[config.mk]
export PLATFORM = sky130hd
export DESIGN_NAME = pulse_edge_timing_extractor_flat
export DESIGN_NICKNAME = d
export VERILOG_FILES = /design/src/hdl/pete_pkg.sv /design/src/hdl/pete_req_if.sv /design/src/hdl/pete_rsp_if.sv /design/src/hdl/pete_csr_if.sv /design/src/hdl/pulse_edge_timing_extractor.sv /design/src/hdl/pete_csr.sv /design/src/hdl/pete_stage.sv /design/src/hdl/pete_edge.sv /design/src/flat_wrapper.sv
export SDC_FILE = /design/constraint.sdc
export NUM_CORES = 1
export LEC_CHECK = 0
export ABC_AREA = 1
export BUFFER_PORTS_ARGS = -buffer_cell sky130_fd_sc_hd__buf_2
export CORE_MARGIN = 3
export CORE_UTILIZATION = 25
export CTS_CLUSTER_SIZE = 25
export DETAILED_ROUTE_END_ITERATION = 8
export GPL_TIMING_DRIVEN = 0
export PLACE_DENSITY = 0.51
export SLEW_MARGIN = 20
export SYNTH_ARGS = -nofsm -noshare
export SYNTH_HDL_FRONTEND = slang
export SYNTH_HIERARCHICAL = 1
export SYNTH_SLANG_ARGS = --single-unit
[constraint.sdc]
create_clock -name clock -period 8 [get_ports clock]
set_clock_uncertainty 0.2 [all_clocks]
set_input_delay 0.4 -clock clock [delete_from_list [all_inputs] [get_ports clock]]
set_output_delay 0.4 -clock clock [all_outputs]
set_load 0.02 [all_outputs]
[src/hdl/pete_pkg.sv]
// shared types and constants of the pulse edge timing extractor
// no dependencies

package pete_pkg;

   localparam int SAMPLE_BITS    = 16;
   localparam int POSITION_BITS  = 48;
   localparam int CSR_INDEX_BITS = 2;
   localparam int CSR_DATA_BITS  = SAMPLE_BITS;

   localparam logic [CSR_INDEX_BITS-1:0] CSR_LEVEL_THRESHOLD = CSR_INDEX_BITS'(0);
   localparam logic [CSR_INDEX_BITS-1:0] CSR_ALIGN_MODE      = CSR_INDEX_BITS'(1);
   localparam logic [CSR_INDEX_BITS-1:0] CSR_START_LEVEL     = CSR_INDEX_BITS'(2);

   typedef logic signed [SAMPLE_BITS-1:0] sample_type;
   typedef logic [POSITION_BITS-1:0]      position_type;

   typedef struct packed {
      sample_type level_threshold;
      logic       align_mode;
   } cfg_type;

   typedef struct packed {
      logic align_we;
      logic start_we;
      logic value;
   } cfg_load_type;

   typedef struct packed {
      sample_type   sample_value;
      position_type sample_position;
      logic         restart;
   } item_type;

endpackage

[src/hdl/pete_req_if.sv]
// sample input channel: valid/ready handshake with sample payload
// depends on pete_pkg

interface pete_req_if;
   import pete_pkg::*;

   logic         valid;
   logic         ready;
   sample_type   sample_value;
   position_type sample_position;
   logic         restart;

   modport source (output valid, sample_value, sample_position, restart, input ready);
   modport sink (input valid, sample_value, sample_position, restart, output ready);
   modport monitor (input valid, ready, sample_value, sample_position, restart);
endinterface

[src/hdl/pete_rsp_if.sv]
// pulse result channel: valid/ready handshake with pulse timing payload
// depends on pete_pkg

interface pete_rsp_if;
   import pete_pkg::*;

   logic         valid;
   logic         ready;
   position_type pulse_start;
   position_type pulse_middle;
   position_type pulse_end;
   logic         end_level;

   modport source (output valid, pulse_start, pulse_middle, pulse_end, end_level,
                   input ready);
   modport sink (input valid, pulse_start, pulse_middle, pulse_end, end_level,
                 output ready);
   modport monitor (input valid, ready, pulse_start, pulse_middle, pulse_end, end_level);
endinterface

[src/hdl/pete_csr_if.sv]
// register write channel: valid/ready handshake with index and data
// depends on pete_pkg

interface pete_csr_if;
   import pete_pkg::*;

   logic                      valid;
   logic                      ready;
   logic [CSR_INDEX_BITS-1:0] index;
   logic [CSR_DATA_BITS-1:0]  data;

   modport source (output valid, index, data, input ready);
   modport sink (input valid, index, data, output ready);
   modport monitor (input valid, ready, index, data);
endinterface

[src/hdl/pulse_edge_timing_extractor.sv]
// top level: register stage, edge unit with result register, register file
// a sample beat passes from the input register to the result register
// throughput: one sample per clock while the result channel does not stall; the edge state is registered
// a stalled result blocks new samples only once the input register is also full
// synchronous active-high reset: empty pipeline, thresholds and modes zero,
// previous level low, edge level high, stored positions zero

module pulse_edge_timing_extractor (
   input  logic      clock,
   input  logic      reset,
   pete_req_if.sink  req_ch,
   pete_rsp_if.source rsp_ch,
   pete_csr_if.sink  csr_ch
);
   import pete_pkg::*;

   cfg_type      cfg;
   cfg_load_type load;
   logic         advance;
   logic         item_valid;
   item_type     item;

   pete_csr u_csr (
      .clock  (clock),
      .reset  (reset),
      .csr_ch (csr_ch),
      .cfg    (cfg),
      .load   (load)
   );

   pete_stage u_stage (
      .clock      (clock),
      .reset      (reset),
      .req_ch     (req_ch),
      .advance    (advance),
      .item_valid (item_valid),
      .item       (item)
   );

   pete_edge u_edge (
      .clock      (clock),
      .reset      (reset),
      .cfg        (cfg),
      .load       (load),
      .item_valid (item_valid),
      .item       (item),
      .advance    (advance),
      .rsp_ch     (rsp_ch)
   );
endmodule

[src/hdl/pete_csr.sv]
// configuration registers and load strobes for the edge state
// depends on pete_pkg and pete_csr_if

module pete_csr (
   input  logic                  clock,
   input  logic                  reset,
   pete_csr_if.sink              csr_ch,
   output pete_pkg::cfg_type      cfg,
   output pete_pkg::cfg_load_type load
);
   import pete_pkg::*;

   sample_type threshold_ff, threshold_in;
   logic       align_ff, align_in;
   logic       wr_beat;

   assign csr_ch.ready = 1'b1;
   assign wr_beat      = csr_ch.valid;

   always_comb begin
      threshold_in  = threshold_ff;
      align_in      = align_ff;
      load.align_we = 1'b0;
      load.start_we = 1'b0;
      load.value    = csr_ch.data[0];
      if (wr_beat) begin
         unique case (csr_ch.index)
            CSR_LEVEL_THRESHOLD: threshold_in = sample_type'(csr_ch.data[SAMPLE_BITS-1:0]);
            CSR_ALIGN_MODE: begin
               align_in      = csr_ch.data[0];
               load.align_we = 1'b1;
            end
            CSR_START_LEVEL: load.start_we = 1'b1;
            default: ;
         endcase
      end
   end

   always_ff @(posedge clock) begin
      if (reset) begin
         threshold_ff <= '0;
         align_ff     <= 1'b0;
      end else begin
         threshold_ff <= threshold_in;
         align_ff     <= align_in;
      end
   end

   assign cfg.level_threshold = threshold_ff;
   assign cfg.align_mode      = align_ff;
endmodule

[src/hdl/pete_stage.sv]
// input register stage holding one sample beat
// depends on pete_pkg and pete_req_if

module pete_stage (
   input  logic              clock,
   input  logic              reset,
   pete_req_if.sink          req_ch,
   input  logic              advance,
   output logic              item_valid,
   output pete_pkg::item_type item
);
   import pete_pkg::*;

   logic     valid_ff, valid_in;
   item_type item_ff;
   logic     take;

   assign req_ch.ready = !valid_ff || advance;
   assign take         = req_ch.valid && req_ch.ready;

   always_comb begin
      valid_in = valid_ff;
      if (take) begin
         valid_in = 1'b1;
      end else if (advance) begin
         valid_in = 1'b0;
      end
   end

   always_ff @(posedge clock) begin
      if (reset) begin
         valid_ff <= 1'b0;
      end else begin
         valid_ff <= valid_in;
      end
   end

   always_ff @(posedge clock) begin
      if (take) begin
         item_ff.sample_value    <= req_ch.sample_value;
         item_ff.sample_position <= req_ch.sample_position;
         item_ff.restart         <= req_ch.restart;
      end
   end

   assign item_valid = valid_ff;
   assign item       = item_ff;
endmodule

[src/hdl/pete_edge.sv]
// level compare, edge state and pulse check with the result register
// depends on pete_pkg and pete_rsp_if

module pete_edge (
   input  logic                   clock,
   input  logic                   reset,
   input  pete_pkg::cfg_type      cfg,
   input  pete_pkg::cfg_load_type load,
   input  logic                   item_valid,
   input  pete_pkg::item_type     item,
   output logic                   advance,
   pete_rsp_if.source             rsp_ch
);
   import pete_pkg::*;

   logic         prev_ff, prev_in;
   logic         edge_ff, edge_in;
   position_type rise_ff, rise_in;
   position_type fall_ff, fall_in;
   logic         out_valid_ff, out_valid_in;
   position_type start_ff, middle_ff, end_ff;
   logic         level_ff;

   position_type pos, rise_cur, fall_cur, first_pos, middle_pos;
   logic         level, changed, closing, emit, fire;

   assign advance = !out_valid_ff || rsp_ch.ready;
   assign fire    = item_valid && advance;

   // restart applies before the sample is looked at
   always_comb begin
      pos        = item.sample_position;
      rise_cur   = item.restart ? pos : rise_ff;
      fall_cur   = item.restart ? pos : fall_ff;
      level      = ($signed(item.sample_value) >= $signed(cfg.level_threshold));
      changed    = (level != prev_ff);
      first_pos  = level ? rise_cur : fall_cur;
      middle_pos = level ? fall_cur : rise_cur;
      closing    = (level != edge_ff) && (level != cfg.align_mode) && (rise_cur != fall_cur);
      emit       = changed && closing && (pos > middle_pos) && (middle_pos > first_pos);
   end

   always_comb begin
      prev_in = prev_ff;
      edge_in = edge_ff;
      rise_in = rise_ff;
      fall_in = fall_ff;
      if (fire) begin
         rise_in = (changed && level) ? pos : rise_cur;
         fall_in = (changed && !level) ? pos : fall_cur;
         if (changed) begin
            prev_in = level;
            edge_in = level;
         end
      end
      if (load.start_we) begin
         prev_in = load.value;
      end
      if (load.align_we) begin
         edge_in = !load.value;
      end
   end

   always_comb begin
      out_valid_in = out_valid_ff;
      if (fire && emit) begin
         out_valid_in = 1'b1;
      end else if (rsp_ch.ready) begin
         out_valid_in = 1'b0;
      end
   end

   always_ff @(posedge clock) begin
      if (reset) begin
         prev_ff      <= 1'b0;
         edge_ff      <= 1'b1;
         rise_ff      <= '0;
         fall_ff      <= '0;
         out_valid_ff <= 1'b0;
      end else begin
         prev_ff      <= prev_in;
         edge_ff      <= edge_in;
         rise_ff      <= rise_in;
         fall_ff      <= fall_in;
         out_valid_ff <= out_valid_in;
      end
   end

   always_ff @(posedge clock) begin
      if (fire && emit) begin
         start_ff  <= first_pos;
         middle_ff <= middle_pos;
         end_ff    <= pos;
         level_ff  <= level;
      end
   end

   assign rsp_ch.valid        = out_valid_ff;
   assign rsp_ch.pulse_start  = start_ff;
   assign rsp_ch.pulse_middle = middle_ff;
   assign rsp_ch.pulse_end    = end_ff;
   assign rsp_ch.end_level    = level_ff;
endmodule

[src/flat_wrapper.sv]
// flat-port wrapper written by rule: the top's interface ports become plain ports
module pulse_edge_timing_extractor_flat import pete_pkg::*;
  (clock, reset, req_ch_valid, req_ch_sample_value, req_ch_sample_position, req_ch_restart, req_ch_ready, rsp_ch_valid, rsp_ch_pulse_start, rsp_ch_pulse_middle, rsp_ch_pulse_end, rsp_ch_end_level, rsp_ch_ready, csr_ch_valid, csr_ch_index, csr_ch_data, csr_ch_ready);
  pete_req_if req_ch_i ();
  pete_rsp_if rsp_ch_i ();
  pete_csr_if csr_ch_i ();
  input  logic clock;
  input  logic reset;
  input wire logic [$bits(req_ch_i.valid)-1:0] req_ch_valid;
  input wire logic [$bits(req_ch_i.sample_value)-1:0] req_ch_sample_value;
  input wire logic [$bits(req_ch_i.sample_position)-1:0] req_ch_sample_position;
  input wire logic [$bits(req_ch_i.restart)-1:0] req_ch_restart;
  output wire logic [$bits(req_ch_i.ready)-1:0] req_ch_ready;
  output wire logic [$bits(rsp_ch_i.valid)-1:0] rsp_ch_valid;
  output wire logic [$bits(rsp_ch_i.pulse_start)-1:0] rsp_ch_pulse_start;
  output wire logic [$bits(rsp_ch_i.pulse_middle)-1:0] rsp_ch_pulse_middle;
  output wire logic [$bits(rsp_ch_i.pulse_end)-1:0] rsp_ch_pulse_end;
  output wire logic [$bits(rsp_ch_i.end_level)-1:0] rsp_ch_end_level;
  input wire logic [$bits(rsp_ch_i.ready)-1:0] rsp_ch_ready;
  input wire logic [$bits(csr_ch_i.valid)-1:0] csr_ch_valid;
  input wire logic [$bits(csr_ch_i.index)-1:0] csr_ch_index;
  input wire logic [$bits(csr_ch_i.data)-1:0] csr_ch_data;
  output wire logic [$bits(csr_ch_i.ready)-1:0] csr_ch_ready;
  assign req_ch_i.valid = req_ch_valid;
  assign req_ch_i.sample_value = req_ch_sample_value;
  assign req_ch_i.sample_position = req_ch_sample_position;
  assign req_ch_i.restart = req_ch_restart;
  assign req_ch_ready = req_ch_i.ready;
  assign rsp_ch_valid = rsp_ch_i.valid;
  assign rsp_ch_pulse_start = rsp_ch_i.pulse_start;
  assign rsp_ch_pulse_middle = rsp_ch_i.pulse_middle;
  assign rsp_ch_pulse_end = rsp_ch_i.pulse_end;
  assign rsp_ch_end_level = rsp_ch_i.end_level;
  assign rsp_ch_i.ready = rsp_ch_ready;
  assign csr_ch_i.valid = csr_ch_valid;
  assign csr_ch_i.index = csr_ch_index;
  assign csr_ch_i.data = csr_ch_data;
  assign csr_ch_ready = csr_ch_i.ready;
  pulse_edge_timing_extractor u_core (.clock(clock), .reset(reset), .req_ch(req_ch_i), .rsp_ch(rsp_ch_i), .csr_ch(csr_ch_i));
endmodule
==> impl_metrics.ini <==
[run_status]
outcome = complete, no violations

[sta]
max_freq_mhz = 132.4
setup_ws_ns = 0.4453
worst_pin_slew_ns = 1.062
finalSetupTns_ns = 0
finalSetupViolCount = 0
post-route-period-util = 0.9443
rsz0062_at_grt = false
whs_ns = 0.05665
maxSlewHeadroom = 0.2735
hold_violations = 0
finalCriticalPeriod_ns = 7.555
maxSlewViolCount = 0

[clocking]
numCtsBuffers = 42
clk_latency_ns = 0.59
path_clk_slew_ns = 0.06
postCtsSetupBuffers = 0
numClockSinks = 327
tritoncts = done
clockRootBuffer = clkbuf_16
cts_max_path_buffers = 3
htree_levels = 2

[power_and_ir_drop]
power_density_nw_per_um2 = 225.4
finalPower_mw = 4.901
irDropWorstVdd_v = 0.0001390
p_leak_nw = 9.787

[floorplanning]
rows = 95
die_area_um2 = 71850
dieWidth_um = 268.0
core_um2 = 67630
start_util = 0.2538
die_h_um = 268.0
io_pins = 236

[synth]
synthCells = 1994
synthArstFlopShare = 0
synth_edf_count = 210
ys_ff_latch = 327
postSynthAreaPerCell_um2 = 8.609
yosys-top-cells-area = edfxtp_1, dfxtp_1, a21oi_1, nand2_1, ha_1
synth.most_common_cell = nand2_1
syn_area_um2 = 17170
synthesis.nets = 2193
yosysSeqAreaShare = 0.5038
synth_top_cell_area_share = 0.3673
yosysTopAreaCell = edfxtp_1
synth_commonest_cells = nand2_1, a21oi_1, inv_1
synthFlopType = edfxtp_1
synth_cell_type_count = 46
ys_warn_count = 6

[global_route]
overflow = 0
grt_max_degree = 76
grt_pass1_wl_mm = 100.6
grt_pass1_vias = 15660
groute.usage.overall = 0.1886
antenna_found_initial = 0

[setup_path]
path_max_fanout = 75
crit_type = reg -> reg
required_ns = 8.01
start_kind = flip-flop
reg2reg_to = u_core/u_edge/rsp_ch.pulse_middle[37]$_DFFE_PP_
worst_r2r_path_depth = 24
reg2reg_setup_slack_ns = 0.45
arrival_ns = 7.56
end_kind = flip-flop
rr_startpoint = u_core/u_stage/item[64]$_DFFE_PP_

[placed_design]
post-dp-hpwl_mm = 50.73
port_buffers = 233
post-place-ws_ns = 0.4207
place_congestion = 0.9896

[routing]
drt.antenna.violating_nets = 0
routed_wl_mm = 69.60
vias = 15930
drt_iter0_drc = 1394
routed_via_density = 4.876
wl_per_cell_um = 21.30
dr.pass1.iters = 6
drc_errors = 0

[final_layout]
layout-drive-gt1-share = 0.1566
postLayoutCoreUtil = 0.3216
nNetsFinal = 2559
multiInputGateArea_um2 = 6804
fill_cells = 7028
area_growth_pct = 26.69
regArea_um2 = 8648
num_antenna_cells = 0

[worst_hold_path]
hold_depth = 4
hold_end = u_core/u_csr/align_ff$_SDFFE_PP0P_
worstHoldStart = csr_ch_index[0]
worstHoldPathType = in -> reg

[flow_run]
max_cap_violations = 0
layout by cell type (no fill, tap or decap), drive strengths merged, types with 2 or more instances in the layout:
master / synthesis / layout
nand2: 378 / 378
a21oi: 342 / 342
inv: 322 / 324
buf: 46 / 283
edfxtp: 210 / 210
o21ai: 192 / 192
dfxtp: 117 / 117
ha: 111 / 111
clkbuf: 56 / 110
dlygate4sd3: 0 / 85
nor2: 69 / 69
nand3: 42 / 42
o22ai: 26 / 26
clkinv: 2 / 18
nand4: 14 / 14
o2111ai: 14 / 14
nor3: 11 / 11
a221oi: 7 / 7
a31oi: 6 / 6
a211oi: 5 / 5
nor4: 5 / 5
bufinv: 0 / 4
nand3b: 4 / 4
o211ai: 3 / 3
clkinvlp: 0 / 2
o21a: 2 / 2
cells by family (layout without fill, tap and decap cells):
group,after synthesis,after routing,share of synthesized area
AOI/OAI and AO/OA,603,603,0.1881
adders and majority gates,111,111,0.08090
buffers and inverters,426,826,0.1009
DFF,327,327,0.5038
other,1,1,0.0002184
and+or+nand+nor,526,526,0.1261
area by class of cell:
type / count / area share
Clock inverter: 24 / 0.01110
Clock buffer: 54 / 0.05040
Timing Repair Buffer: 322 / 0.09780
Tap cell: 873 / 0.05022
Multi-Input combinational cell: 1241 / 0.3129
Buffer: 102 / 0.02370
Sequential cell: 327 / 0.3977
Inverter: 324 / 0.05626
per-layer routing:
metal | routed length [um] | global-route usage
met3 | 4913 | 0.03452
met2 | 32900 | 0.3177
met1 | 28830 | 0.2367
met4 | 2959 | 0.08180
met5 | 0 | 0
registers in the layout (all words and copies together), names as in the netlist:
signal	flops
u_core/u_edge/rsp_ch.pulse_start	48
u_core/u_csr/threshold_ff	16
u_core/u_edge/prev_ff	1
u_core/u_edge/rise_ff	48
u_core/u_csr/align_ff	1
u_core/u_edge/fall_ff	48
u_core/u_stage/item	65
u_core/u_edge/edge_ff	1
u_core/u_edge/rsp_ch.pulse_end	48
u_core/u_stage/item_valid	1
u_core/u_edge/rsp_ch.pulse_middle	48
u_core/u_edge/rsp_ch.end_level	1
u_core/u_edge/rsp_ch.valid	1
worst max-delay path: stages, from the launching register on:
cell and delay [ns]:
edfxtp_1 0.38, ha_1 0.37, nand2_2 0.09, nor3_2 0.20, nand3_1 0.23, nand3_4 0.17
buf_4 0.25, buf_2 0.36, buf_2 0.45, nand2_1 0.09, o21ai_0 0.23, inv_1 0.10
ha_1 0.31, nand4_1 0.12, or3_1 0.44, nor4_2 0.67, nand4_1 0.22, nor2_1 0.39
o211ai_1 0.35, nand3_1 0.26, inv_1 0.08, nand2_1 0.08, nand2_2 0.15, inv_8 0.40
buf_16 0.32
per-stage QoR:
| step | instances | instance area (um2) |
|---|---|---|
| after floorplan | 1994 | 17170 |
| after global placement | 3100 | 19420 |
| after detailed placement | 3104 | 19560 |
| after CTS | 3267 | 21750 |
| after global routing | 3267 | 21750 |
| final | 3267 | 21750 |
where the power goes:
group	leakage (nW)	total (mW)	switching (mW)	internal (mW)
registers	2.91	1.94	0.0548	1.88
clock network	0.652	1.87	0.773	1.10
logic	6.23	1.09	0.748	0.339
repair_timing:
action,4_1_cts,5_1_grt
hold buffers,85,0
resized for setup,0,0
hold endpoints to repair,85,0
worst max-delay path by stage:
stage,start,to,slack (ns),cells past startpoint
global route,u_core/u_stage/item[64]$_DFFE_PP_,u_core/u_edge/rsp_ch.pulse_start[38]$_DFFE_PP_,0.1,24
detailed placement,u_core/u_stage/item[64]$_DFFE_PP_,u_core/u_edge/rsp_ch.pulse_end[39]$_DFFE_PP_,0.42,24
CTS,u_core/u_stage/item[64]$_DFFE_PP_,u_core/u_edge/rsp_ch.pulse_start[32]$_DFFE_PP_,0.37,24
floorplan,u_core/u_csr/threshold_ff[15]$_SDFFE_PP0P_,u_core/u_edge/rsp_ch.end_level$_DFFE_PP_,0.93,25
global placement,u_core/u_stage/item[64]$_DFFE_PP_,u_core/u_edge/rsp_ch.pulse_end[38]$_DFFE_PP_,-3.61,23
finish,u_core/u_stage/item[64]$_DFFE_PP_,u_core/u_edge/rsp_ch.pulse_middle[37]$_DFFE_PP_,0.45,24
Note: power is estimated with default switching activity, not from simulation.
